**src/hw/rtl/tlcc_pkg.sv**
```systemverilog
// Shared types and constants of the traffic light crossing controller.
// No dependencies; the top level, tlcc_front, tlcc_ctrl and the testbench import it.
package tlcc_pkg;

    localparam logic [1:0] CMD_TICK   = 2'd0;
    localparam logic [1:0] CMD_SWITCH = 2'd1;
    localparam logic [1:0] CMD_BUTTON = 2'd2;

    localparam logic [2:0] CFG_IDX_TPS        = 3'd0;
    localparam logic [2:0] CFG_IDX_RED_SEC    = 3'd1;
    localparam logic [2:0] CFG_IDX_GREEN_SEC  = 3'd2;
    localparam logic [2:0] CFG_IDX_CLEAR_SEC  = 3'd3;
    localparam logic [2:0] CFG_IDX_FLASH      = 3'd4;
    localparam logic [2:0] CFG_IDX_OPEN_DUTY  = 3'd5;
    localparam logic [2:0] CFG_IDX_CLOSE_DUTY = 3'd6;

    localparam logic [3:0] LAMP_RED    = 4'h1;
    localparam logic [3:0] LAMP_YELLOW = 4'h2;
    localparam logic [3:0] LAMP_GREEN  = 4'h4;
    localparam logic [3:0] LAMP_BLUE   = 4'h8;

    localparam logic [3:0] SW_MAINT = 4'h1;
    localparam logic [3:0] SW_TRAIN = 4'h2;

    localparam logic [3:0] PATTERN_YELLOW = 4'd15;
    localparam logic [3:0] PATTERN_RED    = 4'd0;

    localparam logic [13:0] SEC_MAX    = 14'd10000;
    localparam logic [13:0] DUTY_RESET = 14'd700;
    localparam logic [13:0] DUTY_BASE  = 14'd500;
    localparam logic [20:0] POT_GAIN   = 21'd500;
    localparam logic [20:0] POT_ROUND  = 21'd2047;
    localparam logic [12:0] POT_FULL   = 13'd4095;

    typedef enum logic [1:0] {
        PH_GREEN  = 2'd0,
        PH_YELLOW = 2'd1,
        PH_RED    = 2'd2
    } t_phase;

    typedef struct packed {
        logic [7:0]  ticks_per_second;
        logic [9:0]  red_seconds;
        logic [9:0]  green_min_seconds;
        logic [9:0]  clear_seconds;
        logic [9:0]  flash_ticks;
        logic [13:0] open_servo_duty;
        logic [13:0] closed_servo_duty;
    } t_cfg;

    localparam t_cfg CFG_RESET = '{
        ticks_per_second:  8'd10,
        red_seconds:       10'd10,
        green_min_seconds: 10'd10,
        clear_seconds:     10'd10,
        flash_ticks:       10'd100,
        open_servo_duty:   14'd500,
        closed_servo_duty: 14'd1000
    };

    // Registered input word plus the scaled pot product, pot * 500 + 2047.
    typedef struct packed {
        logic [1:0]  cmd;
        logic [3:0]  switches;
        logic [3:0]  buttons;
        logic [20:0] pot_prod;
    } t_stage;

    typedef struct packed {
        logic        red_lamp;
        logic        yellow_lamp;
        logic        green_lamp;
        logic        blue_lamp;
        logic [13:0] gate_duty;
        logic [3:0]  led_pattern;
        logic        in_maintenance;
        logic        train_present;
        logic        finished;
    } t_result;

endpackage

```
**src/hw/rtl/tlcc_ifs.sv**
```systemverilog
// Handshake channel interfaces of the crossing controller: input, result, config.
// Depends on nothing but the widths of the block's fields.
interface tlcc_in_if;
    logic        valid;
    logic        ready;
    logic [1:0]  cmd;
    logic [3:0]  switches;
    logic [3:0]  buttons;
    logic [11:0] pot_sample;
    modport source (output valid, cmd, switches, buttons, pot_sample, input ready);
    modport sink   (input valid, cmd, switches, buttons, pot_sample, output ready);
endinterface

interface tlcc_out_if;
    logic        valid;
    logic        ready;
    logic        red_lamp;
    logic        yellow_lamp;
    logic        green_lamp;
    logic        blue_lamp;
    logic [13:0] gate_duty;
    logic [3:0]  led_pattern;
    logic        in_maintenance;
    logic        train_present;
    logic        finished;
    modport source (output valid, red_lamp, yellow_lamp, green_lamp, blue_lamp, gate_duty,
                    led_pattern, in_maintenance, train_present, finished, input ready);
    modport sink   (input valid, red_lamp, yellow_lamp, green_lamp, blue_lamp, gate_duty,
                    led_pattern, in_maintenance, train_present, finished, output ready);
endinterface

interface tlcc_cfg_if;
    logic        valid;
    logic        ready;
    logic [2:0]  index;
    logic [13:0] data;
    modport source (output valid, index, data, input ready);
    modport sink   (input valid, index, data, output ready);
endinterface

```
**src/hw/rtl/traffic_light_crossing_controller_unit.sv**
```systemverilog
// An accepted word goes from the input register stage through the state update into
// the result register; both registers hold while the result channel stalls.
// Throughput: one word per cycle while the result channel does not stall; the state update loop sets the rate.
// Reset (synchronous, active low): green phase with green lamp on, gate duty 700,
// counters and mode flags cleared, and every timing register back to its default.
// Depends on tlcc_pkg, tlcc_ifs, tlcc_front and tlcc_ctrl.
module traffic_light_crossing_controller_unit (
    input  logic       i_clk,
    input  logic       i_rst_n,
    tlcc_in_if.sink    i_in,
    tlcc_out_if.source o_out,
    tlcc_cfg_if.sink   i_cfg
);
    import tlcc_pkg::*;

    t_cfg    r_cfg;
    t_stage  w_stage;
    t_result w_result;
    logic    w_stage_valid;
    logic    w_advance;

    // Configuration writes are always taken; unknown indexes are dropped.
    assign i_cfg.ready = 1'b1;

    always_ff @(posedge i_clk) begin
        if (!i_rst_n) begin
            r_cfg <= CFG_RESET;
        end else if (i_cfg.valid && i_cfg.ready) begin
            case (i_cfg.index)
                CFG_IDX_TPS:        r_cfg.ticks_per_second  <= i_cfg.data[7:0];
                CFG_IDX_RED_SEC:    r_cfg.red_seconds       <= i_cfg.data[9:0];
                CFG_IDX_GREEN_SEC:  r_cfg.green_min_seconds <= i_cfg.data[9:0];
                CFG_IDX_CLEAR_SEC:  r_cfg.clear_seconds     <= i_cfg.data[9:0];
                CFG_IDX_FLASH:      r_cfg.flash_ticks       <= i_cfg.data[9:0];
                CFG_IDX_OPEN_DUTY:  r_cfg.open_servo_duty   <= i_cfg.data;
                CFG_IDX_CLOSE_DUTY: r_cfg.closed_servo_duty <= i_cfg.data;
                default: begin
                end
            endcase
        end
    end

    tlcc_front u_front (
        .i_clk     (i_clk),
        .i_rst_n   (i_rst_n),
        .i_in      (i_in),
        .i_advance (w_advance),
        .o_valid   (w_stage_valid),
        .o_stage   (w_stage)
    );

    tlcc_ctrl u_ctrl (
        .i_clk     (i_clk),
        .i_rst_n   (i_rst_n),
        .i_valid   (w_stage_valid),
        .i_stage   (w_stage),
        .i_cfg     (r_cfg),
        .i_ready   (o_out.ready),
        .o_advance (w_advance),
        .o_valid   (o_out.valid),
        .o_result  (w_result)
    );

    assign o_out.red_lamp       = w_result.red_lamp;
    assign o_out.yellow_lamp    = w_result.yellow_lamp;
    assign o_out.green_lamp     = w_result.green_lamp;
    assign o_out.blue_lamp      = w_result.blue_lamp;
    assign o_out.gate_duty      = w_result.gate_duty;
    assign o_out.led_pattern    = w_result.led_pattern;
    assign o_out.in_maintenance = w_result.in_maintenance;
    assign o_out.train_present  = w_result.train_present;
    assign o_out.finished       = w_result.finished;

endmodule

```
**src/hw/rtl/tlcc_front.sv**
```systemverilog
// Input register stage: captures an accepted word and the scaled pot product.
// Depends on tlcc_pkg and tlcc_in_if.
module tlcc_front (
    input  logic            i_clk,
    input  logic            i_rst_n,
    tlcc_in_if.sink         i_in,
    input  logic            i_advance,
    output logic            o_valid,
    output tlcc_pkg::t_stage o_stage
);
    import tlcc_pkg::*;

    logic   r_valid;
    t_stage r_stage;
    t_stage n_stage;

    assign i_in.ready = !r_valid || i_advance;

    always_comb begin
        n_stage.cmd      = i_in.cmd;
        n_stage.switches = i_in.switches;
        n_stage.buttons  = i_in.buttons;
        n_stage.pot_prod = {9'd0, i_in.pot_sample} * POT_GAIN + POT_ROUND;
    end

    always_ff @(posedge i_clk) begin
        if (!i_rst_n) begin
            r_valid <= 1'b0;
        end else if (i_in.ready) begin
            r_valid <= i_in.valid;
        end
    end

    always_ff @(posedge i_clk) begin
        if (i_in.valid && i_in.ready) begin
            r_stage <= n_stage;
        end
    end

    assign o_valid = r_valid;
    assign o_stage = r_stage;

endmodule

```
**src/hw/rtl/tlcc_ctrl.sv**
```systemverilog
// Controller state update and result register, one word per cycle while the result channel does not stall.
// Depends on tlcc_pkg.
module tlcc_ctrl (
    input  logic             i_clk,
    input  logic             i_rst_n,
    input  logic             i_valid,
    input  tlcc_pkg::t_stage i_stage,
    input  tlcc_pkg::t_cfg   i_cfg,
    input  logic             i_ready,
    output logic             o_advance,
    output logic             o_valid,
    output tlcc_pkg::t_result o_result
);
    import tlcc_pkg::*;

    typedef struct packed {
        logic [7:0]  sub;
        logic [13:0] sec;
    } t_count;

    t_phase      r_phase, n_phase;
    logic        r_first, n_first;
    logic        r_maint, n_maint;
    logic        r_train, n_train;
    logic        r_clearing, n_clearing;
    logic        r_walk, n_walk;
    logic [7:0]  r_sub, n_sub;
    logic [13:0] r_sec, n_sec;
    logic [9:0]  r_flash, n_flash;
    logic        r_blue, n_blue;
    logic [3:0]  r_last_sw, n_last_sw;
    logic [3:0]  r_lamp, n_lamp;
    logic [13:0] r_duty, n_duty;
    logic [3:0]  r_pattern, n_pattern;
    logic        r_stopped, n_stopped;
    logic        r_out_valid;
    t_result     r_result, n_result;

    logic        w_advance;
    logic [8:0]  w_quot_lo;
    logic [12:0] w_rem;
    logic [9:0]  w_quot;
    logic [13:0] w_pot_duty;
    logic [3:0]  w_sw_diff;
    t_count      w_cnt;

    // One counted tick: sub-second count wraps at ticks_per_second, seconds saturate at 10000.
    function automatic t_count count_tick(input logic [7:0] sub, input logic [13:0] sec,
                                          input logic [7:0] tps);
        t_count c;
        c.sub = sub + 8'd1;
        c.sec = sec;
        if (c.sub >= tps) begin
            c.sub = 8'd0;
            c.sec = sec + 14'd1;
        end
        if (c.sec >= SEC_MAX) begin
            c.sec = SEC_MAX;
        end
        return c;
    endfunction

    // Divide by 4095 as x/4096 plus a correction: the remainder estimate stays
    // below twice the divisor since the quotient never exceeds 500.
    assign w_quot_lo  = i_stage.pot_prod[20:12];
    assign w_rem      = {1'b0, i_stage.pot_prod[11:0]} + {4'd0, w_quot_lo};
    assign w_quot     = {1'b0, w_quot_lo} + ((w_rem >= POT_FULL) ? 10'd1 : 10'd0);
    assign w_pot_duty = DUTY_BASE + {4'd0, w_quot};

    assign w_sw_diff = i_stage.switches ^ r_last_sw;
    assign w_cnt     = count_tick(r_sub, r_sec, i_cfg.ticks_per_second);

    assign w_advance = i_valid && (!r_out_valid || i_ready);

    // Next state.
    always_comb begin
        n_phase    = r_phase;
        n_first    = r_first;
        n_maint    = r_maint;
        n_train    = r_train;
        n_clearing = r_clearing;
        n_walk     = r_walk;
        n_sub      = r_sub;
        n_sec      = r_sec;
        n_flash    = r_flash;
        n_blue     = r_blue;
        n_last_sw  = r_last_sw;
        n_lamp     = r_lamp;
        n_duty     = r_duty;
        n_pattern  = r_pattern;
        n_stopped  = r_stopped;
        if (!r_stopped) begin
            case (i_stage.cmd)
                CMD_TICK: begin
                    if (r_train) begin
                        n_lamp = LAMP_RED;
                        n_sub  = 8'd0;
                        n_sec  = 14'd0;
                    end else if (r_clearing && !r_maint) begin
                        n_sub = w_cnt.sub;
                        n_sec = w_cnt.sec;
                        if (w_cnt.sec >= {4'd0, i_cfg.clear_seconds}) begin
                            n_sub      = 8'd0;
                            n_sec      = 14'd0;
                            n_lamp     = 4'h0;
                            n_clearing = 1'b0;
                        end
                    end else if (r_maint) begin
                        n_clearing = 1'b0;
                        n_flash    = r_flash + 10'd1;
                        if (n_flash >= i_cfg.flash_ticks) begin
                            n_flash = 10'd0;
                            n_blue  = ~r_blue;
                        end
                        n_lamp = {n_blue, r_lamp[2:0]};
                        n_duty = w_pot_duty;
                    end else begin
                        case (r_phase)
                            PH_RED: begin
                                if (r_first) begin
                                    n_lamp  = r_lamp | LAMP_RED;
                                    n_first = 1'b0;
                                    n_duty  = i_cfg.open_servo_duty;
                                end
                                n_sub = w_cnt.sub;
                                n_sec = w_cnt.sec;
                                if (w_cnt.sec >= {4'd0, i_cfg.red_seconds}) begin
                                    n_sub   = 8'd0;
                                    n_sec   = 14'd0;
                                    n_phase = PH_GREEN;
                                    n_lamp  = LAMP_GREEN;
                                end
                            end
                            PH_YELLOW: begin
                                n_phase   = PH_RED;
                                n_lamp    = LAMP_RED;
                                n_pattern = PATTERN_RED;
                            end
                            default: begin
                                if (r_first) begin
                                    n_lamp  = r_lamp | LAMP_GREEN;
                                    n_first = 1'b0;
                                end
                                n_sub = w_cnt.sub;
                                n_sec = w_cnt.sec;
                                if (r_walk &&
                                    w_cnt.sec >= {4'd0, i_cfg.green_min_seconds}) begin
                                    n_sub     = 8'd0;
                                    n_sec     = 14'd0;
                                    n_phase   = PH_YELLOW;
                                    n_lamp    = LAMP_YELLOW;
                                    n_walk    = 1'b0;
                                    n_pattern = PATTERN_YELLOW;
                                end
                            end
                        endcase
                    end
                end
                CMD_SWITCH: begin
                    if (w_sw_diff == SW_MAINT) begin
                        n_lamp  = 4'h0;
                        n_maint = ~r_maint;
                        if (n_maint) begin
                            n_first = 1'b0;
                        end else begin
                            n_sub   = 8'd0;
                            n_sec   = 14'd0;
                            n_phase = PH_RED;
                            n_first = 1'b1;
                            n_lamp  = LAMP_RED;
                        end
                    end else if (w_sw_diff == SW_TRAIN) begin
                        n_train = ~r_train;
                        n_lamp  = 4'h0;
                        if (n_train) begin
                            n_first    = 1'b0;
                            n_clearing = 1'b1;
                            n_sub      = 8'd0;
                            n_sec      = 14'd0;
                            n_duty     = i_cfg.closed_servo_duty;
                        end else begin
                            n_first = 1'b1;
                        end
                    end
                    n_last_sw = i_stage.switches;
                end
                CMD_BUTTON: begin
                    // The lowest pressed button decides; the third one is a no-op.
                    if (i_stage.buttons[0] || i_stage.buttons[1]) begin
                        n_walk = 1'b1;
                    end else if (!i_stage.buttons[2] && i_stage.buttons[3]) begin
                        n_stopped = 1'b1;
                    end
                end
                default: begin
                end
            endcase
        end
    end

    // Result word from the updated state.
    always_comb begin
        n_result.red_lamp       = |(n_lamp & LAMP_RED);
        n_result.yellow_lamp    = |(n_lamp & LAMP_YELLOW);
        n_result.green_lamp     = |(n_lamp & LAMP_GREEN);
        n_result.blue_lamp      = |(n_lamp & LAMP_BLUE);
        n_result.gate_duty      = n_duty;
        n_result.led_pattern    = n_pattern;
        n_result.in_maintenance = n_maint;
        n_result.train_present  = n_train;
        n_result.finished       = n_stopped;
    end

    always_ff @(posedge i_clk) begin
        if (!i_rst_n) begin
            r_phase    <= PH_GREEN;
            r_first    <= 1'b1;
            r_maint    <= 1'b0;
            r_train    <= 1'b0;
            r_clearing <= 1'b0;
            r_walk     <= 1'b0;
            r_sub      <= 8'd0;
            r_sec      <= 14'd0;
            r_flash    <= 10'd0;
            r_blue     <= 1'b0;
            r_last_sw  <= 4'h0;
            r_lamp     <= LAMP_GREEN;
            r_duty     <= DUTY_RESET;
            r_pattern  <= 4'h0;
            r_stopped  <= 1'b0;
        end else if (w_advance) begin
            r_phase    <= n_phase;
            r_first    <= n_first;
            r_maint    <= n_maint;
            r_train    <= n_train;
            r_clearing <= n_clearing;
            r_walk     <= n_walk;
            r_sub      <= n_sub;
            r_sec      <= n_sec;
            r_flash    <= n_flash;
            r_blue     <= n_blue;
            r_last_sw  <= n_last_sw;
            r_lamp     <= n_lamp;
            r_duty     <= n_duty;
            r_pattern  <= n_pattern;
            r_stopped  <= n_stopped;
        end
    end

    always_ff @(posedge i_clk) begin
        if (!i_rst_n) begin
            r_out_valid <= 1'b0;
        end else if (w_advance) begin
            r_out_valid <= 1'b1;
        end else if (i_ready) begin
            r_out_valid <= 1'b0;
        end
    end

    always_ff @(posedge i_clk) begin
        if (w_advance) begin
            r_result <= n_result;
        end
    end

    assign o_advance = w_advance;
    assign o_valid   = r_out_valid;
    assign o_result  = r_result;

endmodule

```
**src/flat_wrapper.sv**
```systemverilog
// flat-port wrapper written by rule: the top's interface ports become plain ports
module traffic_light_crossing_controller_unit_flat import tlcc_pkg::*;
  (i_clk, i_rst_n, i_in_valid, i_in_cmd, i_in_switches, i_in_buttons, i_in_pot_sample, i_in_ready, o_out_valid, o_out_red_lamp, o_out_yellow_lamp, o_out_green_lamp, o_out_blue_lamp, o_out_gate_duty, o_out_led_pattern, o_out_in_maintenance, o_out_train_present, o_out_finished, o_out_ready, i_cfg_valid, i_cfg_index, i_cfg_data, i_cfg_ready);
  tlcc_in_if i_in_i ();
  tlcc_out_if o_out_i ();
  tlcc_cfg_if i_cfg_i ();
  input  logic i_clk;
  input  logic i_rst_n;
  input wire logic [$bits(i_in_i.valid)-1:0] i_in_valid;
  input wire logic [$bits(i_in_i.cmd)-1:0] i_in_cmd;
  input wire logic [$bits(i_in_i.switches)-1:0] i_in_switches;
  input wire logic [$bits(i_in_i.buttons)-1:0] i_in_buttons;
  input wire logic [$bits(i_in_i.pot_sample)-1:0] i_in_pot_sample;
  output wire logic [$bits(i_in_i.ready)-1:0] i_in_ready;
  output wire logic [$bits(o_out_i.valid)-1:0] o_out_valid;
  output wire logic [$bits(o_out_i.red_lamp)-1:0] o_out_red_lamp;
  output wire logic [$bits(o_out_i.yellow_lamp)-1:0] o_out_yellow_lamp;
  output wire logic [$bits(o_out_i.green_lamp)-1:0] o_out_green_lamp;
  output wire logic [$bits(o_out_i.blue_lamp)-1:0] o_out_blue_lamp;
  output wire logic [$bits(o_out_i.gate_duty)-1:0] o_out_gate_duty;
  output wire logic [$bits(o_out_i.led_pattern)-1:0] o_out_led_pattern;
  output wire logic [$bits(o_out_i.in_maintenance)-1:0] o_out_in_maintenance;
  output wire logic [$bits(o_out_i.train_present)-1:0] o_out_train_present;
  output wire logic [$bits(o_out_i.finished)-1:0] o_out_finished;
  input wire logic [$bits(o_out_i.ready)-1:0] o_out_ready;
  input wire logic [$bits(i_cfg_i.valid)-1:0] i_cfg_valid;
  input wire logic [$bits(i_cfg_i.index)-1:0] i_cfg_index;
  input wire logic [$bits(i_cfg_i.data)-1:0] i_cfg_data;
  output wire logic [$bits(i_cfg_i.ready)-1:0] i_cfg_ready;
  assign i_in_i.valid = i_in_valid;
  assign i_in_i.cmd = i_in_cmd;
  assign i_in_i.switches = i_in_switches;
  assign i_in_i.buttons = i_in_buttons;
  assign i_in_i.pot_sample = i_in_pot_sample;
  assign i_in_ready = i_in_i.ready;
  assign o_out_valid = o_out_i.valid;
  assign o_out_red_lamp = o_out_i.red_lamp;
  assign o_out_yellow_lamp = o_out_i.yellow_lamp;
  assign o_out_green_lamp = o_out_i.green_lamp;
  assign o_out_blue_lamp = o_out_i.blue_lamp;
  assign o_out_gate_duty = o_out_i.gate_duty;
  assign o_out_led_pattern = o_out_i.led_pattern;
  assign o_out_in_maintenance = o_out_i.in_maintenance;
  assign o_out_train_present = o_out_i.train_present;
  assign o_out_finished = o_out_i.finished;
  assign o_out_i.ready = o_out_ready;
  assign i_cfg_i.valid = i_cfg_valid;
  assign i_cfg_i.index = i_cfg_index;
  assign i_cfg_i.data = i_cfg_data;
  assign i_cfg_ready = i_cfg_i.ready;
  traffic_light_crossing_controller_unit u_core (.i_clk(i_clk), .i_rst_n(i_rst_n), .i_in(i_in_i), .o_out(o_out_i), .i_cfg(i_cfg_i));
endmodule
```
**config.mk**
```make
export PLATFORM = sky130hd
export DESIGN_NAME = traffic_light_crossing_controller_unit_flat
export DESIGN_NICKNAME = d
export VERILOG_FILES = /design/src/hw/rtl/tlcc_pkg.sv /design/src/hw/rtl/tlcc_ifs.sv /design/src/hw/rtl/traffic_light_crossing_controller_unit.sv /design/src/hw/rtl/tlcc_front.sv /design/src/hw/rtl/tlcc_ctrl.sv /design/src/flat_wrapper.sv
export SDC_FILE = /design/constraint.sdc
export NUM_CORES = 1
export LEC_CHECK = 0
export ABC_AREA = 1
export ABC_CLOCK_PERIOD_IN_PS = 4800
export CAP_MARGIN = 20
export CORE_UTILIZATION = 59
export CTS_CLUSTER_SIZE = 14
export DETAILED_ROUTE_END_ITERATION = 8
export DONT_BUFFER_PORTS = 1
export GPL_TIMING_DRIVEN = 0
export PLACE_DENSITY = 0.79
export SLEW_MARGIN = 40
export SYNTH_ARGS = -nofsm -noshare
export SYNTH_HDL_FRONTEND = slang
export SYNTH_SLANG_ARGS = --single-unit
export TNS_END_PERCENT = 30
```
**constraint.sdc**
```tcl
create_clock -name i_clk -period 4.8 [get_ports i_clk]
set_clock_uncertainty 0.15 [all_clocks]
set_input_delay 0.24 -clock i_clk [delete_from_list [all_inputs] [get_ports i_clk]]
set_output_delay 0.24 -clock i_clk [all_outputs]
set_load 0.02 [all_outputs]
```
==> results.cfg, run 1 <==
[run_status]
outcome = finished, violations left
violations = negative setup slack

[setup_path]
cp.arrival_ps = 5170
crit_path_top_delay_cell = dfxtp_4
critPathMaxFanout = 5
crit_path_start_kind = flop
worstPathRequired_ps = 5030
crit_type = reg -> reg
worstSetupEndpointType = flop
slowest_delay_ps = 400

[timing]
worst_pin_slew_ps = 865.8
rsz0062_at_grt = yes
timing.final.crit_share = 1.030
finalSetupTns_ps = -1644
slew_headroom = 0.4228
finalCriticalPeriod_ps = 4946
slew_viol_final = 0
whs_ps = 11.23
final-hold-violation-count = 0
setup_violations = 25
timing.final.ws_setup_ps = -146.0
timing.fmax_ghz = 0.2022

[global_routing]
grt_pass1_vias = 11420
antenna_found_initial = 4
grt_max_degree = 30
grt_pass1_wl_um = 57080
gr-total-overflow = 0
grt_usage = 0.3283

[routing]
wl_per_cell_um = 17.98
firstDrtPassIters = 6
num_vias = 11790
vias_per_cell = 5.810
detail-route-antenna-nets = 0
drcViolationCount = 0
drt_iter0_drc = 1080
drt_wl_total_um = 36490

[cells_and_area]
synthToLayoutAreaGrowth_pct = 16.56
final_area_um2 = 15060
final_cells = 2029
nets = 1926
drive_gt1_frac = 0.1206

[run]
max_cap_viol_count = 0

[place]
port_buffers = 0
place_inst = 1925
hpwl_um = 24910
gp_congestion = 0.9642
placed_cell_area_um2 = 13320

[synth]
ys_seq_area_frac = 0.3502
synth_top_area_frac = 0.2247
async_flop_share = 0
ys_top_cells_by_area = dfxtp_1 (22%), edfxtp_1 (13%), ha_1 (10%)
synth_most_common_cell = nand2_1
synthDistinctLibCells = 52
syn_nets = 1838
syn_inst = 1649
synth-edff-count = 54
syn_area_per_cell_um2 = 7.836
synth-warning-count = 0
synth_largest_area_cell = dfxtp_1
yosys-top-cells-count = nand2_1 (277), inv_1 (262), nor2_1 (150)
synth-seq-cells = 199
synth_area_um2 = 12920
synthFlopType = dfxtp_1

[clocking]
cts_root_buf = clkbuf_16
htree_levels = 4
clkTransAtPathRegs_ps = 80
clock_latency_ps = 450
cts_made_buffers = 17
cts_sinks = 199
cts_tree = done
cts_buffer_depth = 2

[die]
pin_count = 72
die_w_um = 150.0
core.rowCount = 53
fp.dieH_um = 150.0
die_area_um2 = 22500
initial_utilization = 0.6089
core_area_um2 = 21220

[power_and_ir_drop]
vdd.ir_drop.worst_mv = 0.2961
power_density_nw_per_um2 = 371.2
leakagePower_nw = 6.828

[worst_hold_path]
min_path_type = in -> reg
## registers in the layout (all words and copies together) (netlist names)
signal and cells:
u_core.r_cfg 76, u_core.u_ctrl.o_result 25, u_core.u_ctrl.o_valid 1, u_core.u_ctrl.r_blue 1, u_core.u_ctrl.r_clearing 1, u_core.u_ctrl.r_duty 14, u_core.u_ctrl.r_first 1, u_core.u_ctrl.r_flash 10
u_core.u_ctrl.r_lamp 4, u_core.u_ctrl.r_last_sw 4, u_core.u_ctrl.r_maint 1, u_core.u_ctrl.r_pattern 4, u_core.u_ctrl.r_phase 2, u_core.u_ctrl.r_sec 14, u_core.u_ctrl.r_stopped 1, u_core.u_ctrl.r_sub 8
u_core.u_ctrl.r_train 1, u_core.u_ctrl.r_walk 1, u_core.u_front.o_stage 29, u_core.u_front.o_valid 1
## repair_timing
item / CTS / global route
hold buffers: 30 / 0
pin swaps: 29 / 45
buffers inserted: 25 / 11
cloned: 4 / 0
endpoints found under the setup margin: 42 / 43
resized for setup: 87 / 61
endpoints found under the hold margin: 92 / 0
## stage by stage
| step | util | power (mW) | setup slack, ps |
|---|---|---|---|
| after global placement | 0.6261 | 3.936 | -642.3 |
| after global routing | 0.7097 | 5.949 | -438.1 |
| after floorplan | - | 3.635 | 22.83 |
| final | 0.7097 | 5.591 | -146.0 |
| after CTS | 0.6983 | 5.571 | -11.81 |
| after detailed placement | 0.6276 | 4.053 | -691.2 |
## routing by layer
layer / GRT usage / vias up / wire length [µm]
li1: - / 5593 / -
met1: 0.3929 / 5503 / 13930
met2: 0.5600 / 552 / 17740
met3: 0.05030 / 141 / 2941
met4: 0.1879 / 0 / 1878
met5: 0 / - / 0
## cell usage in the layout (no fill, tap or decap), types with 5 or more instances in the layout
cell type,netlist,final
o21bai_1,5,5
o22ai_1,5,5
nor2_2,4,7
inv_1,262,257
nand2_2,7,27
a21oi_2,1,15
ha_1,107,101
dfxtp_1,145,142
nand2_4,5,21
nor3_1,15,14
nand3_2,13,15
o21a_1,6,6
ha_4,0,6
xor2_1,51,51
o211ai_1,30,30
o221ai_1,6,6
a31oi_1,5,5
nand2_1,277,239
buf_4,2,35
edfxtp_1,54,54
a22oi_1,9,9
nor2_1,150,142
clkbuf_16,0,18
o21ai_0,122,112
nor2_4,3,8
inv_2,4,7
xnor2_1,13,13
dlygate4sd3_1,0,30
nand3b_1,5,5
clkbuf_1,42,40
nand3_1,54,49
buf_6,1,6
fa_1,38,38
nand4_1,25,25
o21ai_1,3,10
a21oi_1,143,126
## cell families (layout without fill, tap and decap cells)
| logic type | Yosys count | in the layout | share of synthesized area |
|---|---|---|---|
| other | 1 | 5 | 0.0002902 |
| buffers and inverters | 322 | 423 | 0.09654 |
| flip-flops | 199 | 199 | 0.3502 |
| adder cells (fa/ha/maj) | 145 | 145 | 0.1625 |
| AO/OA/AOI/OAI | 348 | 348 | 0.1509 |
| AND/OR/NAND/NOR | 570 | 570 | 0.1963 |
| XOR/XNOR | 64 | 64 | 0.04338 |
## cell type report
| cell class | instances | area (µm²) |
|---|---|---|
| Multi-Input combinational cell | 1128 | 7622 |
| Clock inverter | 14 | 156.4 |
| Sequential cell | 199 | 4533 |
| Antenna cell | 4 | 10.01 |
| Fill cell | 1573 | 6160 |
| Buffer | 51 | 269.0 |
| Clock buffer | 18 | 450.4 |
| Timing Repair Buffer | 69 | 640.6 |
| Tap cell | 275 | 344.1 |
| Inverter | 271 | 1035 |
## critical path: cells and delay by family (launching register included)
kind            cells  cell delay, ps
xor+xnor            1             180
simple gates       25            2180
flops               1             400
compound gates      3             510
buf+inv             7             670
fa+ha+maj           3             750
## worst paths after layout
path	end	from	slack, ps	depth (start not counted)
worst min register to register	u_core.r_cfg[16]$_SDFFE_PN1P_	u_core.r_cfg[16]$_SDFFE_PN1P_	310	2
worst max register to register	u_core.u_ctrl.r_sub[4]$_SDFFE_PN0P_	u_core.u_ctrl.r_sub[0]$_SDFFE_PN0P_	-150	39
worst min-delay path	u_core.u_front.o_stage[7]$_DFFE_PP_	i_in_pot_sample[0]	10	3
worst max-delay path	u_core.u_ctrl.r_sub[4]$_SDFFE_PN0P_	u_core.u_ctrl.r_sub[0]$_SDFFE_PN0P_	-150	39
## where the power goes
group / switching [mW] / total [mW] / internal (mW) / leakage (nW)
Sequential: 0.110 / 2.05 / 1.94 / 1.70
Combinational: 1.23 / 2.04 / 0.805 / 4.83
Clock: 0.728 / 1.50 / 0.772 / 0.297
Total: 2.07 / 5.59 / 3.52 / 6.83
(Power assumes the default switching activity.)
==> run 2: changes to the inputs <==
Settings changed: CORE_MARGIN from default to 2, PLACE_DENSITY 0.79 to 0.77.
==> run 2 against run 1 <==
Against the previous run: the flow still finishes with violations (negative setup slack); sequential cell count is the same; power shrank 2.4%; sequential power barely moved; wire length shrank 0.89%; clock power down 7%; core utilization down 0.75 points; highest routed layer unchanged; final cell count grew 1.5%.
==> results.cfg, run 2 (same netlist as run 1, synthesis figures left out) <==
[setup_path]
slowest_delay_ps = 390
path_buf_inv = 5
crit_path_start_kind = flop
cpLargestDelayFamily = simple AND/OR/NAND/NOR gates
critPathMaxFanout = 8
crit_path_top_delay_cell = dfxtp_4
crit_type = reg -> reg
worstSetupEndpointType = flop
cpMostUsedCell = nand2_4
cp.arrival_ps = 5400
worstPathRequired_ps = 5000

[routing]
firstDrtPassIters = 6
drt_wl_total_um = 36170
drt_iter0_drc = 1121
vias_per_cell = 5.795
detail-route-antenna-nets = 0
wl_per_cell_um = 17.56
drcViolationCount = 0
num_vias = 11940

[timing]
finalSetupTns_ps = -9801
slew_viol_final = 0
setup_violations = 38
final-hold-violation-count = 0
whs_ps = 20.55
timing.final.crit_share = 1.083
slew_headroom = 0.4034
timing.fmax_ghz = 0.1923
rsz0062_at_grt = yes
finalCriticalPeriod_ps = 5199
timing.final.ws_setup_ps = -399.0
worst_pin_slew_ps = 895.0

[place]
hpwl_um = 24230
port_buffers = 0
dp_slack_ps = -686.6
placed_cell_area_um2 = 13320
place_inst = 1930
gp_congestion = 0.9600

[clocking]
cts_root_buf = clkbuf_16
cts_buffer_depth = 2
cts_made_buffers = 17
cts_sinks = 199
cts_tree = done
clock_latency_ps = 450
htree_levels = 4
clkTransAtPathRegs_ps = 80

[cells_and_area]
layout_common_cells = inv_1 (258), nand2_1 (238), nor2_1 (144), dfxtp_1 (142), a21oi_1 (124)
final_cells = 2060
largest_register = u_core.r_cfg
fillers = 1608
largest_reg_flops = 76
final_area_um2 = 15230
synthToLayoutAreaGrowth_pct = 17.87
regArea_um2 = 4533
layout_commonest_cell = inv_1
multi_input_area_um2 = 7587
nets = 1954
drive_gt1_frac = 0.1333

[die]
core.rowCount = 54
die_w_um = 152.0
initial_utilization = 0.5958
pin_count = 72
fp.dieH_um = 152.0
die_area_um2 = 23100
core_area_um2 = 21690

[global_routing]
grt_usage = 0.3013
grt_pass1_vias = 11620
grt_max_degree = 30
grt_pass1_wl_um = 56750
antenna_found_initial = 2
gr-total-overflow = 0

[run]
max_cap_viol_count = 0

[power_and_ir_drop]
vdd.ir_drop.worst_mv = 0.3645
power_density_nw_per_um2 = 358.4
leakagePower_nw = 6.943

[run_status]
outcome = finished, violations left
violations = negative setup slack

[worst_hold_path]
min_path_type = in -> reg
## run 2: cell types whose count changed in the layout (fill, tap and decap cells not counted), sizes merged
cell         change
buf             +25
dlygate4sd3      +4
inv              +3
clkbuf           -2
bufinv           -1
diode            -2
clkinv           -1
## run 2: path summary, 6_finish.rpt
kind | start | endpoint | slack, ps | cells after the start
max | u_core.u_ctrl.r_sub[0]$_SDFFE_PN0P_ | u_core.u_ctrl.r_sub[6]$_SDFFE_PN0P_ | -400 | 33
min | i_in_pot_sample[0] | u_core.u_front.o_stage[7]$_DFFE_PP_ | 20 | 3
max reg2reg | u_core.u_ctrl.r_sub[0]$_SDFFE_PN0P_ | u_core.u_ctrl.r_sub[6]$_SDFFE_PN0P_ | -400 | 33
min reg2reg | u_core.r_cfg[52]$_SDFFE_PN0P_ | u_core.r_cfg[52]$_SDFFE_PN0P_ | 310 | 2
## run 2: final cells by class
class	count	share of cell area
tap	280	0.02300
inverter	271	0.06794
multi-input combinational	1128	0.4982
clock buffer	17	0.02793
sequential	199	0.2977
timing repair buffer	97	0.05833
clock inverter	15	0.008873
antenna	2	0.0003286
buffer	51	0.01775
## run 2: stage by stage
stage	util	power, mW
2_1_floorplan	-	3.635
3_3_place_gp	0.6129	3.920
3_5_place_dp	0.6142	4.014
4_1_cts	0.6897	5.445
5_1_grt	0.7022	5.843
6_report	0.7022	5.459
## run 2: worst reg2reg max path, delay by kind of cell, from the launching register on
family / cells / cell delay, ps
buffers and inverters: 5 / 610
DFF: 1 / 390
and+or+nand+nor: 21 / 2510
adders and majority gates: 3 / 770
AOI/OAI and AO/OA: 3 / 440
xor gates and xnor gates: 1 / 240
## run 2: where the power goes
group          total [mW]  switching [mW]  internal [mW]
sequential           2.05           0.103           1.94
combinational        2.01            1.21          0.805
clock                1.40           0.709          0.690
## run 2: what timing repair did
| item | 4_1_cts | 5_1_grt |
|---|---|---|
| pin swaps | 40 | 44 |
| gates cloned | 4 | 0 |
| buffers inserted | 50 | 10 |
| gates resized for setup | 74 | 69 |
| hold buffers | 34 | 0 |
| endpoints found under the setup margin | 42 | 44 |
| hold endpoints to repair | 92 | 0 |
## run 2: layer usage
| layer | vias to the layer above | part of all wire | routed length, µm | global-route usage |
|---|---|---|---|---|
| met4 | 0 | 0.056 | 2024 | 0.1562 |
| met5 | - | 0 | 0 | 0 |
| met2 | 609 | 0.48 | 17420 | 0.5305 |
| met1 | 5494 | 0.38 | 13650 | 0.3582 |
| li1 | 5664 | - | - | - |
| met3 | 170 | 0.085 | 3072 | 0.04278 |
==> run 3: changes to the inputs <==
Settings changed: SETUP_SLACK_MARGIN from default to 0.02.
==> run 3 against run 2 <==
Against the previous run: the run still ends with negative setup slack left; global-route usage is the same; worst hold slack lost 1.7 ps; via count shrank 0.21%; final area is essentially flat; critical endpoint is now u_core.u_ctrl.r_sec[7]$_SDFFE_PN0P_; highest routed layer unchanged.
==> results.cfg, run 3 (same netlist as run 1, synthesis figures left out) <==
[timing]
slew_viol_final = 0
worst_pin_slew_ps = 924.8
timing.fmax_ghz = 0.1943
slew_headroom = 0.3834
timing.final.ws_setup_ps = -346.7
finalSetupTns_ps = -8206
final-hold-violation-count = 0
setup_violations = 35
timing.final.crit_share = 1.072
finalCriticalPeriod_ps = 5147
rsz0062_at_grt = yes

[run]
max_cap_viol_count = 0

[routing]
drt_wl_total_um = 36180
num_vias = 11910
drcViolationCount = 0
detail-route-antenna-nets = 0
vias_per_cell = 5.780
firstDrtPassIters = 6
drt_iter0_drc = 1072
wl_per_cell_um = 17.56

[global_routing]
antenna_found_initial = 2
grt_pass1_vias = 11620
grt_usage = 0.3013
grt_max_degree = 30
grt_pass1_wl_um = 56750
gr-total-overflow = 0

[setup_path]
crit_path_top_delay_cell = dfxtp_4
cp.arrival_ps = 5370
crit_type = reg -> reg
worstSetupEndpointType = flop
critPathMaxFanout = 8
worstPathRequired_ps = 5020
cpMostUsedCell = nand2_4
path_buf_inv = 5
crit_path_start_kind = flop
cpLargestDelayFamily = simple AND/OR/NAND/NOR gates
slowest_delay_ps = 390

[cells_and_area]
largest_reg_flops = 76
synthToLayoutAreaGrowth_pct = 17.85
drive_gt1_frac = 0.1333
layout_common_cells = inv_1 (258), nand2_1 (238), nor2_1 (144), dfxtp_1 (142), a21oi_1 (124)
nets = 1954
layout_commonest_cell = inv_1
final_cells = 2061
largest_register = u_core.r_cfg

[place]
place_inst = 1930
gp_congestion = 0.9600
dp_slack_ps = -686.6
hpwl_um = 24230
port_buffers = 0

[die]
pin_count = 72
initial_utilization = 0.5958
die_w_um = 152.0
core.rowCount = 54
fp.dieH_um = 152.0
core_area_um2 = 21690
die_area_um2 = 23100

[clocking]
cts_sinks = 199
cts_tree = done
cts_buffer_depth = 2
cts_root_buf = clkbuf_16
clock_latency_ps = 450
htree_levels = 4
clkTransAtPathRegs_ps = 80
cts_made_buffers = 17

[power_and_ir_drop]
leakagePower_nw = 6.928
power_density_nw_per_um2 = 358.7
vdd.ir_drop.worst_mv = 0.3646

[worst_hold_path]
min_path_type = in -> reg

[run_status]
violations = negative setup slack
outcome = finished, violations left
==> run 3: area by class of cell <==
type                       instances  area [µm²]
inverter                         271        1035
antenna                            3       7.507
clock buffer                      17       425.4
sequential                       199        4533
fill                            1610        6461
clock inverter                    15       135.1
timing repair buffer              97       888.4
buffer                            51       270.3
multi-input combinational       1128        7582
tap                              280       350.3
==> run 3: metrics by stage <==
stage | hold slack, ps | area, µm² | power, mW | util
finish | 18.88 | 15230 | 5.463 | 0.7021
global route | 35.07 | 15220 | 5.843 | 0.7020
CTS | 0.5936 | 14960 | 5.445 | 0.6899
detailed placement | 188.9 | 13320 | 4.014 | 0.6142
global placement | 188.9 | 13290 | 3.920 | 0.6129
floorplan | 188.9 | 12940 | 3.635 | -
==> run 3: power breakdown <==
group / switching, mW / internal, mW / total (mW)
sequential: 0.103 / 1.94 / 2.05
combinational: 1.21 / 0.805 / 2.01
clock: 0.713 / 0.690 / 1.40
total: 2.02 / 3.44 / 5.46
==> run 3: tightest hold or removal path: cells and delay by family <==
family | cells | cell delay [ps]
simple gates | 1 | 100
xor+xnor | 1 | 110
buf+inv | 1 | 50
==> run 3: what timing repair did <==
action,in CTS,in global routing
endpoints found under the hold margin,92,0
setup buffers,50,10
setup endpoints to repair,42,44
resized for setup,76,66
cloned,4,0
hold buffers,34,0
pin swaps,40,42
==> run 3: final timing paths <==
check / slack (ps) / depth (start not counted) / startpoint / endpoint
setup / recovery: -350 / 33 / u_core.u_ctrl.r_sub[0]$_SDFFE_PN0P_ / u_core.u_ctrl.r_sec[7]$_SDFFE_PN0P_
hold / removal: 20 / 3 / i_in_pot_sample[0] / u_core.u_front.o_stage[7]$_DFFE_PP_
setup reg to reg: -350 / 33 / u_core.u_ctrl.r_sub[0]$_SDFFE_PN0P_ / u_core.u_ctrl.r_sec[7]$_SDFFE_PN0P_
hold reg to reg: 310 / 2 / u_core.r_cfg[52]$_SDFFE_PN0P_ / u_core.r_cfg[52]$_SDFFE_PN0P_
==> run 3: per-layer routing <==
| metal | vias to the layer above | part of all wire | global-route usage |
|---|---|---|---|
| li1 | 5660 | - | - |
| met1 | 5528 | 0.38 | 0.3582 |
| met2 | 579 | 0.48 | 0.5300 |
| met3 | 145 | 0.079 | 0.04278 |
| met4 | 0 | 0.055 | 0.1571 |
| met5 | - | 0 | 0 |
